==> src/design/urbf_pkg.sv <==
// Types, register codes and constants of the UART register block.
package urbf_pkg;

    localparam int RX_DEPTH = 16;
    localparam int TX_DEPTH = 16;

    localparam int RX_AW = (RX_DEPTH > 1) ? $clog2(RX_DEPTH) : 1;
    localparam int TX_AW = (TX_DEPTH > 1) ? $clog2(TX_DEPTH) : 1;
    localparam int RX_CW = $clog2(RX_DEPTH + 1);
    localparam int TX_CW = $clog2(TX_DEPTH + 1);

    localparam logic [7:0] LCR_RESET    = 8'h03;
    localparam int         LCR_DLAB_BIT = 7;
    localparam int         IER_RX_BIT   = 0;
    localparam int         IER_TX_BIT   = 1;
    localparam int         FCR_EN_BIT   = 0;
    localparam logic [7:0] MCR_LOOP     = 8'h10;
    localparam logic [7:0] IIR_RX_DATA  = 8'h04;
    localparam logic [7:0] IIR_TX_EMPTY = 8'h02;
    localparam logic [7:0] IIR_NONE     = 8'h01;
    localparam logic [7:0] IIR_FIFO_ON  = 8'hC0;
    localparam logic [7:0] LSR_TX_EMPTY = 8'h60;
    localparam logic [7:0] LSR_RX_READY = 8'h01;
    localparam logic [7:0] MSR_VALUE    = 8'hB0;

    typedef enum logic [1:0] {
        ACT_READ    = 2'd0,
        ACT_WRITE   = 2'd1,
        ACT_RX_BYTE = 2'd2,
        ACT_TX_TAKE = 2'd3
    } action_t;

    typedef enum logic [2:0] {
        REG_DATA = 3'd0,
        REG_IER  = 3'd1,
        REG_IIR  = 3'd2,
        REG_LCR  = 3'd3,
        REG_MCR  = 3'd4,
        REG_LSR  = 3'd5,
        REG_MSR  = 3'd6,
        REG_SCR  = 3'd7
    } reg_offset_t;

    typedef enum logic [1:0] {
        FLT_NONE       = 2'd0,
        FLT_RX_EMPTY   = 2'd1,
        FLT_TX_FULL    = 2'd2,
        FLT_RX_OVERRUN = 2'd3
    } fault_t;

    typedef struct packed {
        action_t     action;
        reg_offset_t reg_offset;
        logic [7:0]  write_data;
        logic [7:0]  line_rx_byte;
    } item_t;

    typedef struct packed {
        logic [7:0] read_data;
        logic       irq_level;
        logic       line_tx_valid;
        logic [7:0] line_tx_byte;
        fault_t     fault;
    } result_t;

    typedef enum logic {
        ST_IDLE = 1'b0,
        ST_EXEC = 1'b1
    } state_t;

    typedef struct packed {
        logic capture;
        logic execute;
    } ctrl_cmd_t;

endpackage

==> src/design/urbf_if.sv <==
// Valid/ready channel interfaces for input words and result words.
interface urbf_item_if import urbf_pkg::*; ();
    logic  valid;
    logic  ready;
    item_t payload;

    modport source (output valid, output payload, input ready);
    modport sink (input valid, input payload, output ready);
endinterface

interface urbf_result_if import urbf_pkg::*; ();
    logic    valid;
    logic    ready;
    result_t payload;

    modport source (output valid, output payload, input ready);
    modport sink (input valid, input payload, output ready);
endinterface

==> src/design/urbf_ctrl.sv <==
// Controller: sequences capture and execute of one word, owns result valid.
module urbf_ctrl
    import urbf_pkg::*;
(
    input  logic      clk,
    input  logic      rst_n,
    input  logic      item_valid,
    output logic      item_ready,
    output logic      result_valid,
    input  logic      result_ready,
    output ctrl_cmd_t cmd
);

    state_t state_reg, state_next;
    logic   out_valid_reg, out_valid_next;

    always_comb
    begin
        state_next = state_reg;
        unique case (state_reg)
            ST_IDLE:
            begin
                if (item_valid)
                    state_next = ST_EXEC;
            end
            ST_EXEC:
            begin
                if (!out_valid_reg || result_ready)
                    state_next = ST_IDLE;
            end
            default: state_next = ST_IDLE;
        endcase
    end

    always_comb
    begin
        item_ready  = 1'b0;
        cmd.capture = 1'b0;
        cmd.execute = 1'b0;
        unique case (state_reg)
            ST_IDLE:
            begin
                item_ready  = 1'b1;
                cmd.capture = item_valid;
            end
            ST_EXEC:
            begin
                // output slot free or emptied this cycle
                cmd.execute = !out_valid_reg || result_ready;
            end
            default: ;
        endcase
    end

    always_comb
    begin
        out_valid_next = out_valid_reg;
        if (cmd.execute)
            out_valid_next = 1'b1;
        else if (result_ready)
            out_valid_next = 1'b0;
    end

    always_ff @(posedge clk or negedge rst_n)
    begin
        if (!rst_n)
        begin
            state_reg     <= ST_IDLE;
            out_valid_reg <= 1'b0;
        end
        else
        begin
            state_reg     <= state_next;
            out_valid_reg <= out_valid_next;
        end
    end

    assign result_valid = out_valid_reg;

endmodule

==> src/design/urbf_datapath.sv <==
// Datapath: byte registers, rx/tx FIFO stores and the result register.
module urbf_datapath
    import urbf_pkg::*;
(
    input  logic      clk,
    input  logic      rst_n,
    input  ctrl_cmd_t cmd,
    input  item_t     item_payload,
    output result_t   result_payload
);

    logic [7:0] rx_mem [RX_DEPTH];
    logic [7:0] tx_mem [TX_DEPTH];

    item_t   item_reg;
    result_t result_reg, result_next;
    logic [7:0] rx_rd_reg, tx_rd_reg;

    logic [7:0] lcr_reg, lcr_next;
    logic [7:0] ier_reg, ier_next;
    logic [7:0] dll_reg, dll_next;
    logic [7:0] dlm_reg, dlm_next;
    logic [7:0] fcr_reg, fcr_next;
    logic [7:0] mcr_reg, mcr_next;
    logic [7:0] scr_reg, scr_next;

    logic [RX_AW-1:0] rx_head_reg, rx_head_next, rx_tail_reg, rx_tail_next;
    logic [TX_AW-1:0] tx_head_reg, tx_head_next, tx_tail_reg, tx_tail_next;
    logic [RX_CW-1:0] rx_count_reg, rx_count_next;
    logic [TX_CW-1:0] tx_count_reg, tx_count_next;

    logic rx_push, rx_pop, tx_push, tx_pop;
    logic dlab, rx_any, tx_empty, rx_full, tx_full;

    assign dlab     = lcr_reg[LCR_DLAB_BIT];
    assign rx_any   = (rx_count_reg != '0);
    assign tx_empty = (tx_count_reg == '0);
    assign rx_full  = (rx_count_reg == RX_CW'(RX_DEPTH));
    assign tx_full  = (tx_count_reg == TX_CW'(TX_DEPTH));

    always_comb
    begin
        lcr_next = lcr_reg;
        ier_next = ier_reg;
        dll_next = dll_reg;
        dlm_next = dlm_reg;
        fcr_next = fcr_reg;
        mcr_next = mcr_reg;
        scr_next = scr_reg;
        rx_push  = 1'b0;
        rx_pop   = 1'b0;
        tx_push  = 1'b0;
        tx_pop   = 1'b0;
        result_next = '{read_data: 8'h00, irq_level: 1'b0, line_tx_valid: 1'b0,
                        line_tx_byte: 8'h00, fault: FLT_NONE};

        unique case (item_reg.action)
            ACT_READ:
            begin
                unique case (item_reg.reg_offset)
                    REG_DATA:
                    begin
                        if (dlab)
                            result_next.read_data = dll_reg;
                        else if (!rx_any)
                            result_next.fault = FLT_RX_EMPTY;
                        else
                        begin
                            result_next.read_data = rx_rd_reg;
                            rx_pop = 1'b1;
                        end
                    end
                    REG_IER: result_next.read_data = dlab ? dlm_reg : ier_reg;
                    REG_IIR:
                    begin
                        if (ier_reg[IER_RX_BIT] && rx_any)
                            result_next.read_data = IIR_RX_DATA;
                        else if (ier_reg[IER_TX_BIT] && tx_empty)
                            result_next.read_data = IIR_TX_EMPTY;
                        else
                            result_next.read_data = IIR_NONE;
                        if (fcr_reg[FCR_EN_BIT])
                            result_next.read_data = result_next.read_data | IIR_FIFO_ON;
                    end
                    REG_LCR: result_next.read_data = lcr_reg;
                    REG_MCR: result_next.read_data = mcr_reg;
                    REG_LSR:
                        result_next.read_data = (tx_empty ? LSR_TX_EMPTY : 8'h00)
                                              | (rx_any ? LSR_RX_READY : 8'h00);
                    REG_MSR: result_next.read_data = MSR_VALUE;
                    REG_SCR: result_next.read_data = scr_reg;
                    default: ;
                endcase
            end
            ACT_WRITE:
            begin
                unique case (item_reg.reg_offset)
                    REG_DATA:
                    begin
                        if (dlab)
                            dll_next = item_reg.write_data;
                        else if (tx_full)
                            result_next.fault = FLT_TX_FULL;
                        else
                            tx_push = 1'b1;
                    end
                    REG_IER:
                    begin
                        if (dlab)
                            dlm_next = item_reg.write_data;
                        else
                            ier_next = item_reg.write_data;
                    end
                    REG_IIR: fcr_next = item_reg.write_data;
                    REG_LCR: lcr_next = item_reg.write_data;
                    REG_MCR: mcr_next = item_reg.write_data & ~MCR_LOOP;
                    REG_SCR: scr_next = item_reg.write_data;
                    REG_LSR, REG_MSR: ;
                    default: ;
                endcase
            end
            ACT_RX_BYTE:
            begin
                if (rx_full)
                    result_next.fault = FLT_RX_OVERRUN;
                else
                    rx_push = 1'b1;
            end
            ACT_TX_TAKE:
            begin
                if (!tx_empty)
                begin
                    result_next.line_tx_valid = 1'b1;
                    result_next.line_tx_byte  = tx_rd_reg;
                    tx_pop = 1'b1;
                end
            end
            default: ;
        endcase

        rx_head_next  = rx_head_reg;
        rx_tail_next  = rx_tail_reg;
        rx_count_next = rx_count_reg;
        tx_head_next  = tx_head_reg;
        tx_tail_next  = tx_tail_reg;
        tx_count_next = tx_count_reg;
        if (rx_pop)
        begin
            rx_head_next  = (rx_head_reg == RX_AW'(RX_DEPTH - 1)) ? '0 : rx_head_reg + 1'b1;
            rx_count_next = rx_count_reg - 1'b1;
        end
        if (rx_push)
        begin
            rx_tail_next  = (rx_tail_reg == RX_AW'(RX_DEPTH - 1)) ? '0 : rx_tail_reg + 1'b1;
            rx_count_next = rx_count_reg + 1'b1;
        end
        if (tx_pop)
        begin
            tx_head_next  = (tx_head_reg == TX_AW'(TX_DEPTH - 1)) ? '0 : tx_head_reg + 1'b1;
            tx_count_next = tx_count_reg - 1'b1;
        end
        if (tx_push)
        begin
            tx_tail_next  = (tx_tail_reg == TX_AW'(TX_DEPTH - 1)) ? '0 : tx_tail_reg + 1'b1;
            tx_count_next = tx_count_reg + 1'b1;
        end

        // level interrupt reflects the state after this word
        result_next.irq_level = (ier_next[IER_RX_BIT] && (rx_count_next != '0))
                             || (ier_next[IER_TX_BIT] && (tx_count_next == '0));
    end

    always_ff @(posedge clk or negedge rst_n)
    begin
        if (!rst_n)
        begin
            lcr_reg      <= LCR_RESET;
            ier_reg      <= '0;
            dll_reg      <= '0;
            dlm_reg      <= '0;
            fcr_reg      <= '0;
            mcr_reg      <= '0;
            scr_reg      <= '0;
            rx_head_reg  <= '0;
            rx_tail_reg  <= '0;
            rx_count_reg <= '0;
            tx_head_reg  <= '0;
            tx_tail_reg  <= '0;
            tx_count_reg <= '0;
        end
        else if (cmd.execute)
        begin
            lcr_reg      <= lcr_next;
            ier_reg      <= ier_next;
            dll_reg      <= dll_next;
            dlm_reg      <= dlm_next;
            fcr_reg      <= fcr_next;
            mcr_reg      <= mcr_next;
            scr_reg      <= scr_next;
            rx_head_reg  <= rx_head_next;
            rx_tail_reg  <= rx_tail_next;
            rx_count_reg <= rx_count_next;
            tx_head_reg  <= tx_head_next;
            tx_tail_reg  <= tx_tail_next;
            tx_count_reg <= tx_count_next;
        end
    end

    // word capture and FIFO head reads happen together
    always_ff @(posedge clk)
    begin
        if (cmd.capture)
        begin
            item_reg  <= item_payload;
            rx_rd_reg <= rx_mem[rx_head_reg];
            tx_rd_reg <= tx_mem[tx_head_reg];
        end
        if (cmd.execute)
            result_reg <= result_next;
    end

    always_ff @(posedge clk)
    begin
        if (cmd.execute && rx_push)
            rx_mem[rx_tail_reg] <= item_reg.line_rx_byte;
        if (cmd.execute && tx_push)
            tx_mem[tx_tail_reg] <= item_reg.write_data;
    end

    assign result_payload = result_reg;

endmodule

==> src/design/uart_register_block_with_fifos.sv <==
// Top level of the 16550-style UART register block with rx/tx FIFOs.
//
//  channel   dir   payload                                             handshake
//  item      in    action, reg_offset, write_data, line_rx_byte        valid/ready
//  result    out   read_data, irq_level, line_tx_valid, line_tx_byte,  valid/ready
//                  fault
//
// Each word is handled in order: first it is registered and both FIFO heads are read from
// their stores, then registers and FIFOs update and the result register is loaded.
// The next word is taken while a result waits; execution then holds until it leaves.
// rst_n resets all control, the byte registers (LCR to 8'h03, the rest to zero) and the FIFO pointers at once.
module uart_register_block_with_fifos
    import urbf_pkg::*;
(
    input  logic          clk,
    input  logic          rst_n,
    urbf_item_if.sink     item,
    urbf_result_if.source result
);

    ctrl_cmd_t cmd;

    urbf_ctrl u_ctrl (
        .clk          (clk),
        .rst_n        (rst_n),
        .item_valid   (item.valid),
        .item_ready   (item.ready),
        .result_valid (result.valid),
        .result_ready (result.ready),
        .cmd          (cmd)
    );

    urbf_datapath u_datapath (
        .clk            (clk),
        .rst_n          (rst_n),
        .cmd            (cmd),
        .item_payload   (item.payload),
        .result_payload (result.payload)
    );

endmodule

==> src/flat_wrapper.sv <==
// flat-port wrapper written by rule: the top's interface ports become plain ports
module uart_register_block_with_fifos_flat import urbf_pkg::*;
  (clk, rst_n, item_valid, item_payload, item_ready, result_valid, result_payload, result_ready);
  urbf_item_if item_i ();
  urbf_result_if result_i ();
  input  logic clk;
  input  logic rst_n;
  input wire logic [$bits(item_i.valid)-1:0] item_valid;
  input wire logic [$bits(item_i.payload)-1:0] item_payload;
  output wire logic [$bits(item_i.ready)-1:0] item_ready;
  output wire logic [$bits(result_i.valid)-1:0] result_valid;
  output wire logic [$bits(result_i.payload)-1:0] result_payload;
  input wire logic [$bits(result_i.ready)-1:0] result_ready;
  assign item_i.valid = item_valid;
  assign item_i.payload = item_payload;
  assign item_ready = item_i.ready;
  assign result_valid = result_i.valid;
  assign result_payload = result_i.payload;
  assign result_i.ready = result_ready;
  uart_register_block_with_fifos u_core (.clk(clk), .rst_n(rst_n), .item(item_i), .result(result_i));
endmodule
==> config.mk <==
export PLATFORM = sky130hd
export DESIGN_NAME = uart_register_block_with_fifos_flat
export DESIGN_NICKNAME = d
export VERILOG_FILES = /design/src/design/urbf_pkg.sv /design/src/design/urbf_if.sv /design/src/design/urbf_ctrl.sv /design/src/design/urbf_datapath.sv /design/src/design/uart_register_block_with_fifos.sv /design/src/flat_wrapper.sv
export SDC_FILE = /design/constraint.sdc
export NUM_CORES = 1
export LEC_CHECK = 0
export BUFFER_PORTS_ARGS = -buffer_cell sky130_fd_sc_hd__buf_2
export CAP_MARGIN = 25
export CORE_MARGIN = 2
export CORE_UTILIZATION = 56
export DETAILED_ROUTE_END_ITERATION = 16
export GPL_ROUTABILITY_DRIVEN = 0
export GPL_TIMING_DRIVEN = 1
export HOLD_SLACK_MARGIN = 0.02
export PLACE_DENSITY = 0.88
export SYNTH_ARGS = -nofsm -noshare
export SYNTH_HDL_FRONTEND = slang
export SYNTH_SLANG_ARGS = --single-unit
export TNS_END_PERCENT = 30
==> constraint.sdc <==
create_clock -name clk -period 2.6 [get_ports clk]
set_input_delay 0.52 -clock clk [delete_from_list [all_inputs] [get_ports clk]]
set_output_delay 0.52 -clock clk [all_outputs]
set_load 0.005 [all_outputs]
==> qor.txt <==
Reg power frac: 0.468
LEAKAGE: 6.43 nW
total congestion overflow: 0
Place WS: 38.0 ps
diode count: 0
synth cell count leaders: edfxtp_1 (313), mux4_2 (80), dfrtp_1 (74)
most common cell in the synthesized netlist: edfxtp_1
switching share of total power: 0.283
number of global-route vias before repair: 8,849
r2r endpoint: u_core.u_datapath.result_payload[11]$_DFFE_PP_
hold depth: 1
largest net degree at the start of global routing: 38
Die X: 172 µm
top_reg_cell synth: edfxtp_1
origin of the worst min-delay path: item_payload[10]
Worst-Skew Late Latency: 540 ps
placed inst area: 16,800 µm²
total track usage: 0.243
Cells after Synth: 876
Clk pwr share: 0.308
num ports: 47
clock buffer depth: 3
Comb power frac: 0.224
Initial Utilization: 0.569
Max Cap Violations: 0
min Tclk post-route: 2500 ps
crit path launch type: flip-flop
FP Rows: 61
Post-Syn Nets: 915
CTS sink cnt: 389
port bufs: 46
Final Skew: 26.1 ps
root buf cell: clkbuf_16
WP data required: 2900 ps
Final Instance Area: 18,200 µm²
syn_area_per_cell: 18.1 µm²
share of post-route cells with drive strength above 1: 0.320
#FFs+latches synth: 389
layout overhead on the synthesized area: 14.7%
first-pass GRT wire length: 53,100 µm
FFs w/ async S/R, synth: 0.195
fmax: 401 MHz
largest area contributor in the netlist: edfxtp_1
nets@finish: 1,012
R2R Setup Slk: 100 ps
Worst VDD drop: 721 µV
DPL Wire Length: 21,600 µm
Worst Tran Pin Value: 974 ps
DR WL/cell: 24.8 µm
status: complete, no violations
via count: 8,760
non-filler instance count after layout: 1,382
RR Startpoint: u_core.u_datapath.rx_count_reg[1]$_DFFE_PN0P_
# Post-CTS Setup Buffers: 0
max-slew violation count: 0
initial drt markers: 936
antenna violations before repair: 2
Clock H-tree levels: 2
Worst R2R Path Depth: 7
die area: 29,700 µm²
Seq/Total Area, Yosys: 0.713
Slew headroom: 0.351
critical path class: reg2reg
Cell variety after synth: 61
Reg clk slew, reported paths: 60 ps
final hold violations: 0
Inserted Clock Buffers: 39
Power Density: 1000 nW/µm²
TNS Setup: 0 ps
post-route ant nets: 0
remaining routing DRC violations: 0
P_int: 13.1 mW
EDFF count, synth: 313
min-delay worst type: in2reg
Hold Path Sink: u_core.u_datapath.item_reg[10]$_DFFE_PP_
final setup fails: 0
RSZ-0062 raised after global routing: false
CTS tree: built
Crit. End Element: flip-flop
vias per cell: 6.34
Initial DRT Pass Iterations: 6
Critical Path AT: 2800 ps
final worst-path cycle share: 0.960
Synth area leaders: edfxtp_1 (59%), dfrtp_1 (12%), mux4_2 (11%)
Sw Pwr: 5.16 mW
crit-path max FO: 9
die height: 172 µm
Pwr Total: 18.2 mW
Synthesis Warnings: 0
PnR worst setup slack: 103 ps
routed wire length: 34,300 µm
Post-Syn Area: 15,800 µm²
Post-Place Cells: 1,309
core area: 27,900 µm²
Yosys top cell area share: 0.593
[routing by layer]
layer,share of wire,GRT usage,routed length (µm)
met5,0.00038,0,13
met4,0.042,0.0990,1440
met3,0.069,0.0403,2370
met2,0.51,0.417,17600
met1,0.38,0.313,12900
[area by class of cell]
cell class                      instances  area (µm²)
Clock buffer                           54        1110
Fill cell                            1720        9680
Inverter                               16        60.1
Clock inverter                         18         184
Tap cell                              378         473
Multi-Input combinational cell        424        4330
Timing Repair Buffer                  103         713
Sequential cell                       389       11300
[logic make-up after synthesis]
logic type / after synthesis / synth area share
fa+ha+maj: 14 / 0.0111
buf+inv: 63 / 0.0163
xor+xnor: 8 / 0.00442
simple gates: 175 / 0.0602
compound gates: 88 / 0.0396
mux: 139 / 0.155
flops: 389 / 0.713
[critical path, stage by stage (launching register included)]
cell	delay, ps
dfrtp_1	460
inv_1	120
ha_2	280
or4b_1	570
a32o_1	330
o211ai_2	150
a41oi_1	140
a41o_1	240
[power by group through the flow]
stage,sequential (mW),clock (mW),combinational [mW]
6_report,8.52,5.61,4.09
5_1_grt,8.63,5.91,4.39
4_1_cts,8.50,5.67,4.07
3_5_place_dp,8.60,0,4.00
3_3_place_gp,8.53,0,3.85
2_1_floorplan,8.22,0,2.96
[stage by stage]
stage | hold slack [ps] | utilization
2_1_floorplan | 224 | -
6_report | 155 | 0.652
4_1_cts | 140 | 0.651
5_1_grt | 142 | 0.652
3_5_place_dp | 459 | 0.604
3_3_place_gp | 452 | 0.604
[cells in the final DEF, fill, tap and decap left out, types with 12 or more instances in the layout]
| cell type | n |
|---|---|
| and2_1 | 13 |
| buf_2 | 45 |
| buf_4 | 53 |
| clkbuf_16 | 40 |
| dfrtp_1 | 72 |
| edfxtp_1 | 313 |
| ha_1 | 13 |
| inv_1 | 16 |
| mux2_2 | 52 |
| mux4_2 | 80 |
| nand2_1 | 43 |
| nor2_1 | 33 |
| nor3_1 | 12 |
| o21ai_0 | 22 |
[repair_timing]
item | CTS | global route
hold buffers | 1 | 0
endpoints found under the hold margin | 19 | 0
resized for setup | 0 | 8
endpoints found under the setup margin | 0 | 113
[worst max path at each step]
stage | start | to | slack (ps)
2_1_floorplan | u_core.u_datapath.item_reg[18]$_DFFE_PP_ | u_core.u_datapath.tx_mem[0][0]$_DFFE_PP_ | -70
3_3_place_gp | u_core.u_datapath.tx_count_reg[0]$_DFFE_PN0P_ | u_core.u_datapath.result_payload[11]$_DFFE_PP_ | 220
3_5_place_dp | u_core.u_datapath.rx_count_reg[1]$_DFFE_PN0P_ | u_core.u_datapath.rx_mem[6][3]$_DFFE_PP_ | 40
4_1_cts | u_core.u_datapath.rx_count_reg[1]$_DFFE_PN0P_ | u_core.u_datapath.rx_mem[6][1]$_DFFE_PP_ | 40
5_1_grt | u_core.u_datapath.tx_count_reg[0]$_DFFE_PN0P_ | u_core.u_datapath.tx_mem[0][4]$_DFFE_PP_ | 5
6_report | u_core.u_datapath.rx_count_reg[1]$_DFFE_PN0P_ | u_core.u_datapath.result_payload[11]$_DFFE_PP_ | 100
Note: power is estimated with default switching activity, not from simulation.
